--- src/rtl/dpt_pkg.sv ---
// Shared constants and types for the demand paging translator.
// Used by the controller, the datapath and the top level; depends on nothing.
package dpt_pkg;

    localparam int ADDR_W = 16;
    localparam int OFFSET_SPAN = 256;
    localparam int OFFSET_W = $clog2(OFFSET_SPAN);
    localparam int PAGE_NUM_W = ADDR_W - OFFSET_W;
    localparam int VICTIM_W = 8;

    localparam int DEFAULT_PAGE_COUNT = 256;
    localparam int DEFAULT_FRAME_COUNT = 256;

    typedef struct packed {
        logic load_addr;
        logic lookup;
        logic emit;
    } dpt_cmd_t;

    typedef struct packed {
        logic out_free;
    } dpt_stat_t;

endpackage

--- src/rtl/demand_paging_translator.sv ---
// Top level of the demand paging translator: one logical address word in,
// one translated word out. Instantiates dpt_ctrl and dpt_dpath; uses dpt_pkg.
//
// Each accepted address is split into a page number and an offset; a mapped page
// gives frame * OFFSET_SPAN + offset, an unmapped page faults and takes the next
// unused frame, or frame 0 once every frame has been handed out, in which case
// the page that held frame 0 is unmapped and reported as the victim. An accepted
// word reaches the output register through table lookup and update on the single
// page table port, then output load, and the load waits while the previous
// result is still held. The next word is accepted in the cycle after the result
// is loaded, even while that result is still waiting on the output side, so no
// word is taken before the previous one is loaded. Frames are never released, so the
// free search is a running allocation count and no clearing pass follows reset.
module demand_paging_translator
    import dpt_pkg::*;
#(
    parameter int PAGE_COUNT = DEFAULT_PAGE_COUNT,
    parameter int FRAME_COUNT = DEFAULT_FRAME_COUNT
)
(
    input  logic                clk,
    input  logic                rst_n,
    input  logic                in_valid,
    output logic                in_ready,
    input  logic [ADDR_W-1:0]   logical_addr,
    output logic                out_valid,
    input  logic                out_ready,
    output logic [ADDR_W-1:0]   physical_addr,
    output logic                page_fault,
    output logic                victim_evicted,
    output logic [VICTIM_W-1:0] victim_page
);

    dpt_cmd_t  cmd;
    dpt_stat_t stat;

    dpt_ctrl u_ctrl (
        .clk      (clk),
        .rst_n    (rst_n),
        .in_valid (in_valid),
        .in_ready (in_ready),
        .stat     (stat),
        .cmd      (cmd)
    );

    dpt_dpath #(
        .PAGE_COUNT  (PAGE_COUNT),
        .FRAME_COUNT (FRAME_COUNT)
    ) u_dpath (
        .clk            (clk),
        .rst_n          (rst_n),
        .cmd            (cmd),
        .stat           (stat),
        .logical_addr   (logical_addr),
        .out_valid      (out_valid),
        .out_ready      (out_ready),
        .physical_addr  (physical_addr),
        .page_fault     (page_fault),
        .victim_evicted (victim_evicted),
        .victim_page    (victim_page)
    );

endmodule

--- src/rtl/dpt_ctrl.sv ---
// Sequencing controller for the demand paging translator.
// Depends on dpt_pkg for the command and status types.
module dpt_ctrl
    import dpt_pkg::*;
(
    input  logic      clk,
    input  logic      rst_n,
    input  logic      in_valid,
    output logic      in_ready,
    input  dpt_stat_t stat,
    output dpt_cmd_t  cmd
);

    localparam logic [1:0] ST_IDLE = 2'd0;
    localparam logic [1:0] ST_LOOK = 2'd1;
    localparam logic [1:0] ST_EMIT = 2'd2;

    logic [1:0] state_reg;
    logic [1:0] state_next;

    always_ff @(posedge clk or negedge rst_n)
    begin
        if (!rst_n)
        begin
            state_reg <= ST_IDLE;
        end
        else
        begin
            state_reg <= state_next;
        end
    end

    always_comb
    begin
        state_next = state_reg;
        cmd = '0;
        in_ready = 1'b0;
        case (state_reg)
            ST_IDLE:
            begin
                in_ready = 1'b1;
                if (in_valid)
                begin
                    cmd.load_addr = 1'b1;
                    state_next = ST_LOOK;
                end
            end
            ST_LOOK:
            begin
                cmd.lookup = 1'b1;
                state_next = ST_EMIT;
            end
            ST_EMIT:
            begin
                if (stat.out_free)
                begin
                    cmd.emit = 1'b1;
                    state_next = ST_IDLE;
                end
            end
            default:
            begin
                state_next = ST_IDLE;
            end
        endcase
    end

endmodule

--- src/rtl/dpt_dpath.sv ---
// Datapath of the demand paging translator: page table, valid map,
// frame allocation counter, frame 0 owner and output register. Uses dpt_pkg.
module dpt_dpath
    import dpt_pkg::*;
#(
    parameter int PAGE_COUNT = DEFAULT_PAGE_COUNT,
    parameter int FRAME_COUNT = DEFAULT_FRAME_COUNT
)
(
    input  logic                clk,
    input  logic                rst_n,
    input  dpt_cmd_t            cmd,
    output dpt_stat_t           stat,
    input  logic [ADDR_W-1:0]   logical_addr,
    output logic                out_valid,
    input  logic                out_ready,
    output logic [ADDR_W-1:0]   physical_addr,
    output logic                page_fault,
    output logic                victim_evicted,
    output logic [VICTIM_W-1:0] victim_page
);

    localparam int PAGE_SPAN = 2 ** PAGE_NUM_W;
    localparam int PAGE_SLOTS = (PAGE_COUNT < PAGE_SPAN) ? PAGE_COUNT : PAGE_SPAN;
    localparam int PW = $clog2(PAGE_SLOTS);
    localparam int FW = $clog2(FRAME_COUNT);
    localparam int FCW = $clog2(FRAME_COUNT + 1);

    logic [PW-1:0]         page_lut [PAGE_SPAN];
    logic [ADDR_W-1:0]     addr_reg;
    logic [PW-1:0]         page_idx;
    logic [OFFSET_W-1:0]   offset;
    logic [PAGE_SLOTS-1:0] page_valid_reg;
    logic [PAGE_SLOTS-1:0] page_valid_next;
    logic [FW-1:0]         page_frame_mem [PAGE_SLOTS];
    logic [FW-1:0]         rd_frame_reg;
    logic [FCW-1:0]        next_free_reg;
    logic [PW-1:0]         owner0_reg;
    logic                  frames_full;
    logic                  miss;
    logic [FW-1:0]         alloc_frame;
    logic                  fault_reg;
    logic                  evict_reg;
    logic [PW-1:0]         victim_reg;
    logic [FW-1:0]         fault_frame_reg;
    logic [FW-1:0]         result_frame;
    logic                  out_valid_reg;
    logic [ADDR_W-1:0]     phys_reg;
    logic                  fault_out_reg;
    logic                  evict_out_reg;
    logic [VICTIM_W-1:0]   victim_out_reg;

    for (genvar i = 0; i < PAGE_SPAN; i++)
    begin : g_page_lut
        assign page_lut[i] = PW'(i % PAGE_COUNT);
    end

    assign page_idx = page_lut[addr_reg[ADDR_W-1:OFFSET_W]];
    assign offset = addr_reg[OFFSET_W-1:0];
    assign frames_full = (next_free_reg == FCW'(FRAME_COUNT));
    assign miss = !page_valid_reg[page_idx];
    assign alloc_frame = frames_full ? '0 : next_free_reg[FW-1:0];
    assign result_frame = fault_reg ? fault_frame_reg : rd_frame_reg;

    always_comb
    begin
        page_valid_next = page_valid_reg;
        if (cmd.lookup && miss)
        begin
            if (frames_full)
            begin
                page_valid_next[owner0_reg] = 1'b0;
            end
            page_valid_next[page_idx] = 1'b1;
        end
    end

    always_ff @(posedge clk or negedge rst_n)
    begin
        if (!rst_n)
        begin
            page_valid_reg <= '0;
            next_free_reg <= '0;
            out_valid_reg <= 1'b0;
        end
        else
        begin
            page_valid_reg <= page_valid_next;
            if (cmd.lookup && miss && !frames_full)
            begin
                next_free_reg <= next_free_reg + FCW'(1);
            end
            if (cmd.emit)
            begin
                out_valid_reg <= 1'b1;
            end
            else if (out_ready)
            begin
                out_valid_reg <= 1'b0;
            end
        end
    end

    always_ff @(posedge clk)
    begin
        if (cmd.lookup)
        begin
            if (miss)
            begin
                page_frame_mem[page_idx] <= alloc_frame;
            end
            rd_frame_reg <= page_frame_mem[page_idx];
        end
    end

    always_ff @(posedge clk)
    begin
        if (cmd.load_addr)
        begin
            addr_reg <= logical_addr;
        end
        if (cmd.lookup)
        begin
            fault_reg <= miss;
            evict_reg <= miss && frames_full;
            victim_reg <= owner0_reg;
            fault_frame_reg <= alloc_frame;
            if (miss && alloc_frame == '0)
            begin
                owner0_reg <= page_idx;
            end
        end
        if (cmd.emit)
        begin
            phys_reg <= ADDR_W'({result_frame, offset});
            fault_out_reg <= fault_reg;
            evict_out_reg <= evict_reg;
            victim_out_reg <= evict_reg ? VICTIM_W'(victim_reg) : '0;
        end
    end

    assign stat.out_free = !out_valid_reg || out_ready;
    assign out_valid = out_valid_reg;
    assign physical_addr = phys_reg;
    assign page_fault = fault_out_reg;
    assign victim_evicted = evict_out_reg;
    assign victim_page = victim_out_reg;

    a_count_bound: assert property (@(posedge clk) disable iff (!rst_n)
        next_free_reg <= FCW'(FRAME_COUNT))
        else $error("frame allocation count ran past the frame count");

    a_miss_maps: assert property (@(posedge clk) disable iff (!rst_n)
        cmd.lookup && miss |=> page_valid_reg[page_idx])
        else $error("faulting page is not valid after its fault");

    a_evict_is_fault: assert property (@(posedge clk) disable iff (!rst_n)
        out_valid_reg && evict_out_reg |-> fault_out_reg)
        else $error("eviction reported without a page fault");

    a_evict_when_full: assert property (@(posedge clk) disable iff (!rst_n)
        cmd.lookup && miss && frames_full |=> !page_valid_reg[$past(owner0_reg)]
            || $past(owner0_reg) == $past(page_idx))
        else $error("victim page still valid after eviction");

endmodule
--- config.mk ---
export PLATFORM = sky130hd
export DESIGN_NAME = demand_paging_translator
export DESIGN_NICKNAME = d
export VERILOG_FILES = /design/src/rtl/dpt_pkg.sv /design/src/rtl/demand_paging_translator.sv /design/src/rtl/dpt_ctrl.sv /design/src/rtl/dpt_dpath.sv
export SDC_FILE = /design/constraint.sdc
export NUM_CORES = 2
export LEC_CHECK = 0
export ABC_CLOCK_PERIOD_IN_PS = 16100
export BUFFER_PORTS_ARGS = -buffer_cell sky130_fd_sc_hd__buf_2
export CAP_MARGIN = 20
export CELL_PAD_IN_SITES_DETAIL_PLACEMENT = 1
export CELL_PAD_IN_SITES_GLOBAL_PLACEMENT = 1
export CORE_MARGIN = 8
export CORE_UTILIZATION = 40
export CTS_CLUSTER_SIZE = 16
export DETAILED_ROUTE_END_ITERATION = 10
export GPL_TIMING_DRIVEN = 0
export PLACE_DENSITY = 0.64
export SETUP_SLACK_MARGIN = 0.1
export SYNTH_ARGS = -nofsm -noshare
export SYNTH_HDL_FRONTEND = slang
export SYNTH_HIERARCHICAL = 1
export SYNTH_SLANG_ARGS = --single-unit
--- constraint.sdc ---
create_clock -name clk -period 16.1 [get_ports clk]
set_input_delay 3.22 -clock clk [delete_from_list [all_inputs] [get_ports clk]]
set_output_delay 3.22 -clock clk [all_outputs]
set_load 0.05 [all_outputs]
==> metrics list <==
* RSZ-0062 raised after global routing: no
- Peak fanout along the critical path: 12
* Power per unit of standard cell area: 141 nW/µm²
* Portion of the clock cycle consumed by the worst path in the final layout: 0.490
* Share of async-settable or async-resettable flops after synthesis: 0.112
* DP Cell Count: ~8,000
- In this run the static leakage power is 32.5 nW.
- Once detail routing completed, the nets flagged for antenna violations numbered 0.
* Top-level port count: 48
* Initial antenna violation count: 44
- Post-layout minimum cycle time: 7.89 ns
- Maximum cell stage delay along the critical path: roughly 1.1 ns
* Actual slew at the worst max-slew pin: 1.36 ns
- At the worst endpoint, the required time is 16.60 ns.
* Hold WC Path Type: register to register
* Final Hold Violating Endpoints: 0
* First-pass GRT wire length: 495 mm
- Entering global routing, the biggest net connects 93 pins.
- Average cell area after synthesis: 20.4 µm²
- Register clock-pin slew on the reported worst setup and hold paths: around 0.060 ns
- Worst path cell trace: buf_2 > buf_2 > buf_2 > buf_2 > buf_2 > buf_2 > buf_2 > nor2b_1 > nand2_1 > clkbuf_2 > nor2_1
- CP most frequent cell: sky130_fd_sc_hd__buf_2
* Worst path arrival time: about 8.4 ns
- Once the clock tree was built, the resizer swapped 0 gates to a different size.
- Remaining routing DRC violations: 0
* Number of distinct standard cells referenced by the synthesized netlist: 55
* Maximum achievable frequency: about 0.13 GHz
* Number of vias in the routed layout: 56,100
* Detailed Routing Iterations Pass 1: 6
- Synthesized area: roughly 96,000 µm²
* Most common flop cell mapped by yosys: sky130_fd_sc_hd__edfxtp_1
- Share of post-route cells with drive strength above 1: 0.279
- TritonCTS built the clock tree.
- Crit path setup slack, layout: approximately 8 ns
* Total of endpoints with negative setup slack in the final report: 0
- The worst pin sits at a relative slew slack of 0.0921.
- The via count of the first global-routing pass came to 54,700.
- The tool flagged a number of max-cap violations equal to 0.
- Number of cells in the finished layout apart from fillers: 8,443
* Total clock sinks: around 2,400
- Setup Slack @ Placement: 8.54 ns
* First-iteration detailed-routing DRC count: 9,346
- For flop-to-flop paths, the worst setup slack is around 8 ns.
- Overflow left after global routing: 0
* Post-synth EDFFs: ~2,100
- Setup fix buffers added after clock tree synthesis: 0
- Routed wire per std cell: 44.2 µm
- Std cell rows: 179
* Net Count, Synth: 4,726
- All-Layer GR Usage: 0.286
* Worst Path Buf+Inv: 8
* Proportion of synthesized chip area in sequential cells: 0.735
- Later-pin clock latency in the skew report: between 0.9 and 1 ns
- After detailed routing, the total wire length is 373 mm.
* Number of nets in the finished design: a little over 5,000
- The die is just over 500 µm tall.
- Routed via count divided by cell count: roughly 6.6
- Initial standard-cell utilization of the core: 0.403
- The clock arrives with between 0.1 and 0.15 ns of skew.
- The run finished with clean final reports.
- Placeable Area: 238,000 µm²
- In the synthesized netlist, the number of instances is 4,704.
- Worst Setup Path Type: register to register
- Adding up every negative setup slack in the final design gives 0 ns.
* CP Launch Type: register
- Endpoint class of the critical path: register
* Largest delay contributor family on the critical path: buffers and inverters
- The congestion estimate from routability-driven global placement came to 0.951.
* Number of flip-flops under the largest register name: 2,048
- Number of hold buffers added after CTS: 0
- The count of buffers added on input and output ports is 47.
- Count of synthesis-stage warnings from yosys: 6
- Library cell used as clock root buffer: sky130_fd_sc_hd__clkbuf_16
* H-Tree Depth: 4
* Maximum buffer depth of the clock tree: 3
* Synth Register Bits: ~2,400
- Half-perimeter wire length of the detailed placement result: 244 mm
- Die area: 256,000 µm²
- The final-report max-slew violation count came to 0.
- Among all stages on the critical path, the largest delay is contributed by sky130_fd_sc_hd__nor2_1.
- Clock tree synthesis inserted a total of roughly 240 buffers.
- Area grow syn2layout: 14.4%
- The floorplan step set the die width to 506 µm.
- Largest voltage drop on the vdd net: 121 µV
## final timing paths
check,from,to,cells past startpoint
max in group asynchronous,rst_n,u_dpath/next_free_reg[3],3
min in group asynchronous,rst_n,u_dpath/page_valid_reg[6],1
max reg2reg,u_dpath/addr_reg[11],u_dpath/page_frame_mem[138][6],11
min,u_dpath/addr_reg[2],u_dpath/physical_addr[2],0
max,u_dpath/addr_reg[11],u_dpath/page_frame_mem[138][6],11
min reg2reg,u_dpath/addr_reg[2],u_dpath/physical_addr[2],0
## Yosys cell counts (4+ instances only)
| master | number | area, µm² |
|---|---|---|
| sky130_fd_sc_hd__a31oi_1 | 7 | 43.8 |
| sky130_fd_sc_hd__and3_1 | 5 | 31.3 |
| sky130_fd_sc_hd__nor3_1 | 4 | 20.0 |
| sky130_fd_sc_hd__buf_1 | 22 | 82.6 |
| sky130_fd_sc_hd__o21ai_0 | 16 | 80.1 |
| sky130_fd_sc_hd__mux2_2 | 17 | 191 |
| sky130_fd_sc_hd__o221ai_1 | 4 | 35.0 |
| sky130_fd_sc_hd__xnor2_1 | 8 | 70.1 |
| sky130_fd_sc_hd__a32oi_1 | 4 | 35.0 |
| sky130_fd_sc_hd__nand4_1 | 263 | 1650 |
| sky130_fd_sc_hd__dfrtp_1 | 268 | 6710 |
| sky130_fd_sc_hd__buf_6 | 22 | 248 |
| sky130_fd_sc_hd__nand2_1 | 68 | 255 |
| sky130_fd_sc_hd__edfxtp_1 | 2124 | 63800 |
| sky130_fd_sc_hd__nand4_2 | 14 | 175 |
| sky130_fd_sc_hd__mux2i_1 | 54 | 541 |
| sky130_fd_sc_hd__nor2b_1 | 13 | 81.3 |
| sky130_fd_sc_hd__mux4_2 | 699 | 15700 |
| sky130_fd_sc_hd__a21oi_1 | 15 | 75.1 |
| sky130_fd_sc_hd__nor2_1 | 358 | 1340 |
| sky130_fd_sc_hd__inv_1 | 5 | 18.8 |
| sky130_fd_sc_hd__clkbuf_1 | 144 | 541 |
| sky130_fd_sc_hd__nand2b_1 | 7 | 43.8 |
| sky130_fd_sc_hd__o2bb2ai_1 | 256 | 2240 |
| sky130_fd_sc_hd__buf_2 | 146 | 731 |
| sky130_fd_sc_hd__nand3_1 | 31 | 155 |
| sky130_fd_sc_hd__and2_1 | 13 | 81.3 |
| sky130_fd_sc_hd__a22oi_1 | 26 | 195 |
| sky130_fd_sc_hd__buf_4 | 51 | 383 |
| sky130_fd_sc_hd__o22ai_1 | 6 | 37.5 |
## kinds of logic (layout without fill, tap and decap cells)
| family | Yosys count | after routing | synth area share |
|---|---|---|---|
| and+or+nand+nor | 787 | 787 | 0.0408 |
| buffers and inverters | 391 | 948 | 0.0209 |
| muxes | 771 | 771 | 0.172 |
| AOI/OAI and AO/OA | 353 | 353 | 0.0304 |
| DFF | 2392 | 2392 | 0.735 |
| other | 0 | 15 | 0 |
| adders and majority gates | 2 | 2 | 0.000261 |
| xor gates and xnor gates | 8 | 8 | 0.000731 |
## report_power, final
| part | internal, mW | switching, mW | leakage (nW) | total (mW) |
|---|---|---|---|---|
| Clock | 3.25 | 2.50 | 3.90 | 5.74 |
| Sequential | 7.25 | 0.0542 | 21.1 | 7.30 |
| Combinational | 0.655 | 1.81 | 7.55 | 2.46 |
| Total | 11.2 | 4.36 | 32.5 | 15.5 |
## area by class of cell
type | instances | area, µm²
antenna | 15 | 37.5
buffer | 385 | 2060
clock buffer | 291 | 6230
clock inverter | 152 | 1820
fill | 21700 | 128000
inverter | 6 | 22.5
multi-input combinational | 1921 | 23500
sequential | 2392 | 70500
tap | 3167 | 3960
timing repair buffer | 114 | 1620
## placed cells by master (no fill, tap or decap), types with 7 or more instances in the layout
master                          n
sky130_fd_sc_hd__clkbuf_16    240
sky130_fd_sc_hd__nand3_1       31
sky130_fd_sc_hd__clkbuf_2      29
sky130_fd_sc_hd__a31oi_1        7
sky130_fd_sc_hd__buf_4         54
sky130_fd_sc_hd__mux4_2       699
sky130_fd_sc_hd__buf_1          9
sky130_fd_sc_hd__bufinv_16     30
sky130_fd_sc_hd__dfrtp_1      268
sky130_fd_sc_hd__a22oi_1       26
sky130_fd_sc_hd__diode_2       15
sky130_fd_sc_hd__a21oi_1       15
sky130_fd_sc_hd__buf_8         18
sky130_fd_sc_hd__clkinv_2      46
sky130_fd_sc_hd__buf_12        17
sky130_fd_sc_hd__mux2i_1       54
sky130_fd_sc_hd__nand2_1       68
sky130_fd_sc_hd__nor2b_1       12
sky130_fd_sc_hd__mux2_2        17
sky130_fd_sc_hd__clkinv_1      46
sky130_fd_sc_hd__clkinvlp_4     9
sky130_fd_sc_hd__nand4_1      263
sky130_fd_sc_hd__clkbuf_1     157
sky130_fd_sc_hd__clkinv_16     11
sky130_fd_sc_hd__o21ai_0       16
sky130_fd_sc_hd__nand4_2       14
sky130_fd_sc_hd__edfxtp_1    2124
sky130_fd_sc_hd__buf_6         26
sky130_fd_sc_hd__nand2b_1       7
sky130_fd_sc_hd__o2bb2ai_1    256
sky130_fd_sc_hd__buf_2        205
sky130_fd_sc_hd__buf_16        26
sky130_fd_sc_hd__xnor2_1        8
sky130_fd_sc_hd__nor2_1       356
sky130_fd_sc_hd__and2_1        13
## per-stage QoR
step,hold slack [ns],instance area (µm²),util,power (mW)
global placement,0.401,100000,0.421,9.89
CTS,0.421,110000,0.460,15.5
detailed placement,0.406,102000,0.426,9.82
global route,0.426,110000,0.461,15.8
finish,0.419,110000,0.461,15.5
floorplan,0.400,95900,-,8.64
## per-layer routing
metal  GRT usage  part of all wire
met5           0           0.00017
met4       0.142             0.058
met3      0.0889              0.13
met2       0.432              0.45
met1       0.376              0.37
Power figures use the tool's default switching activity.
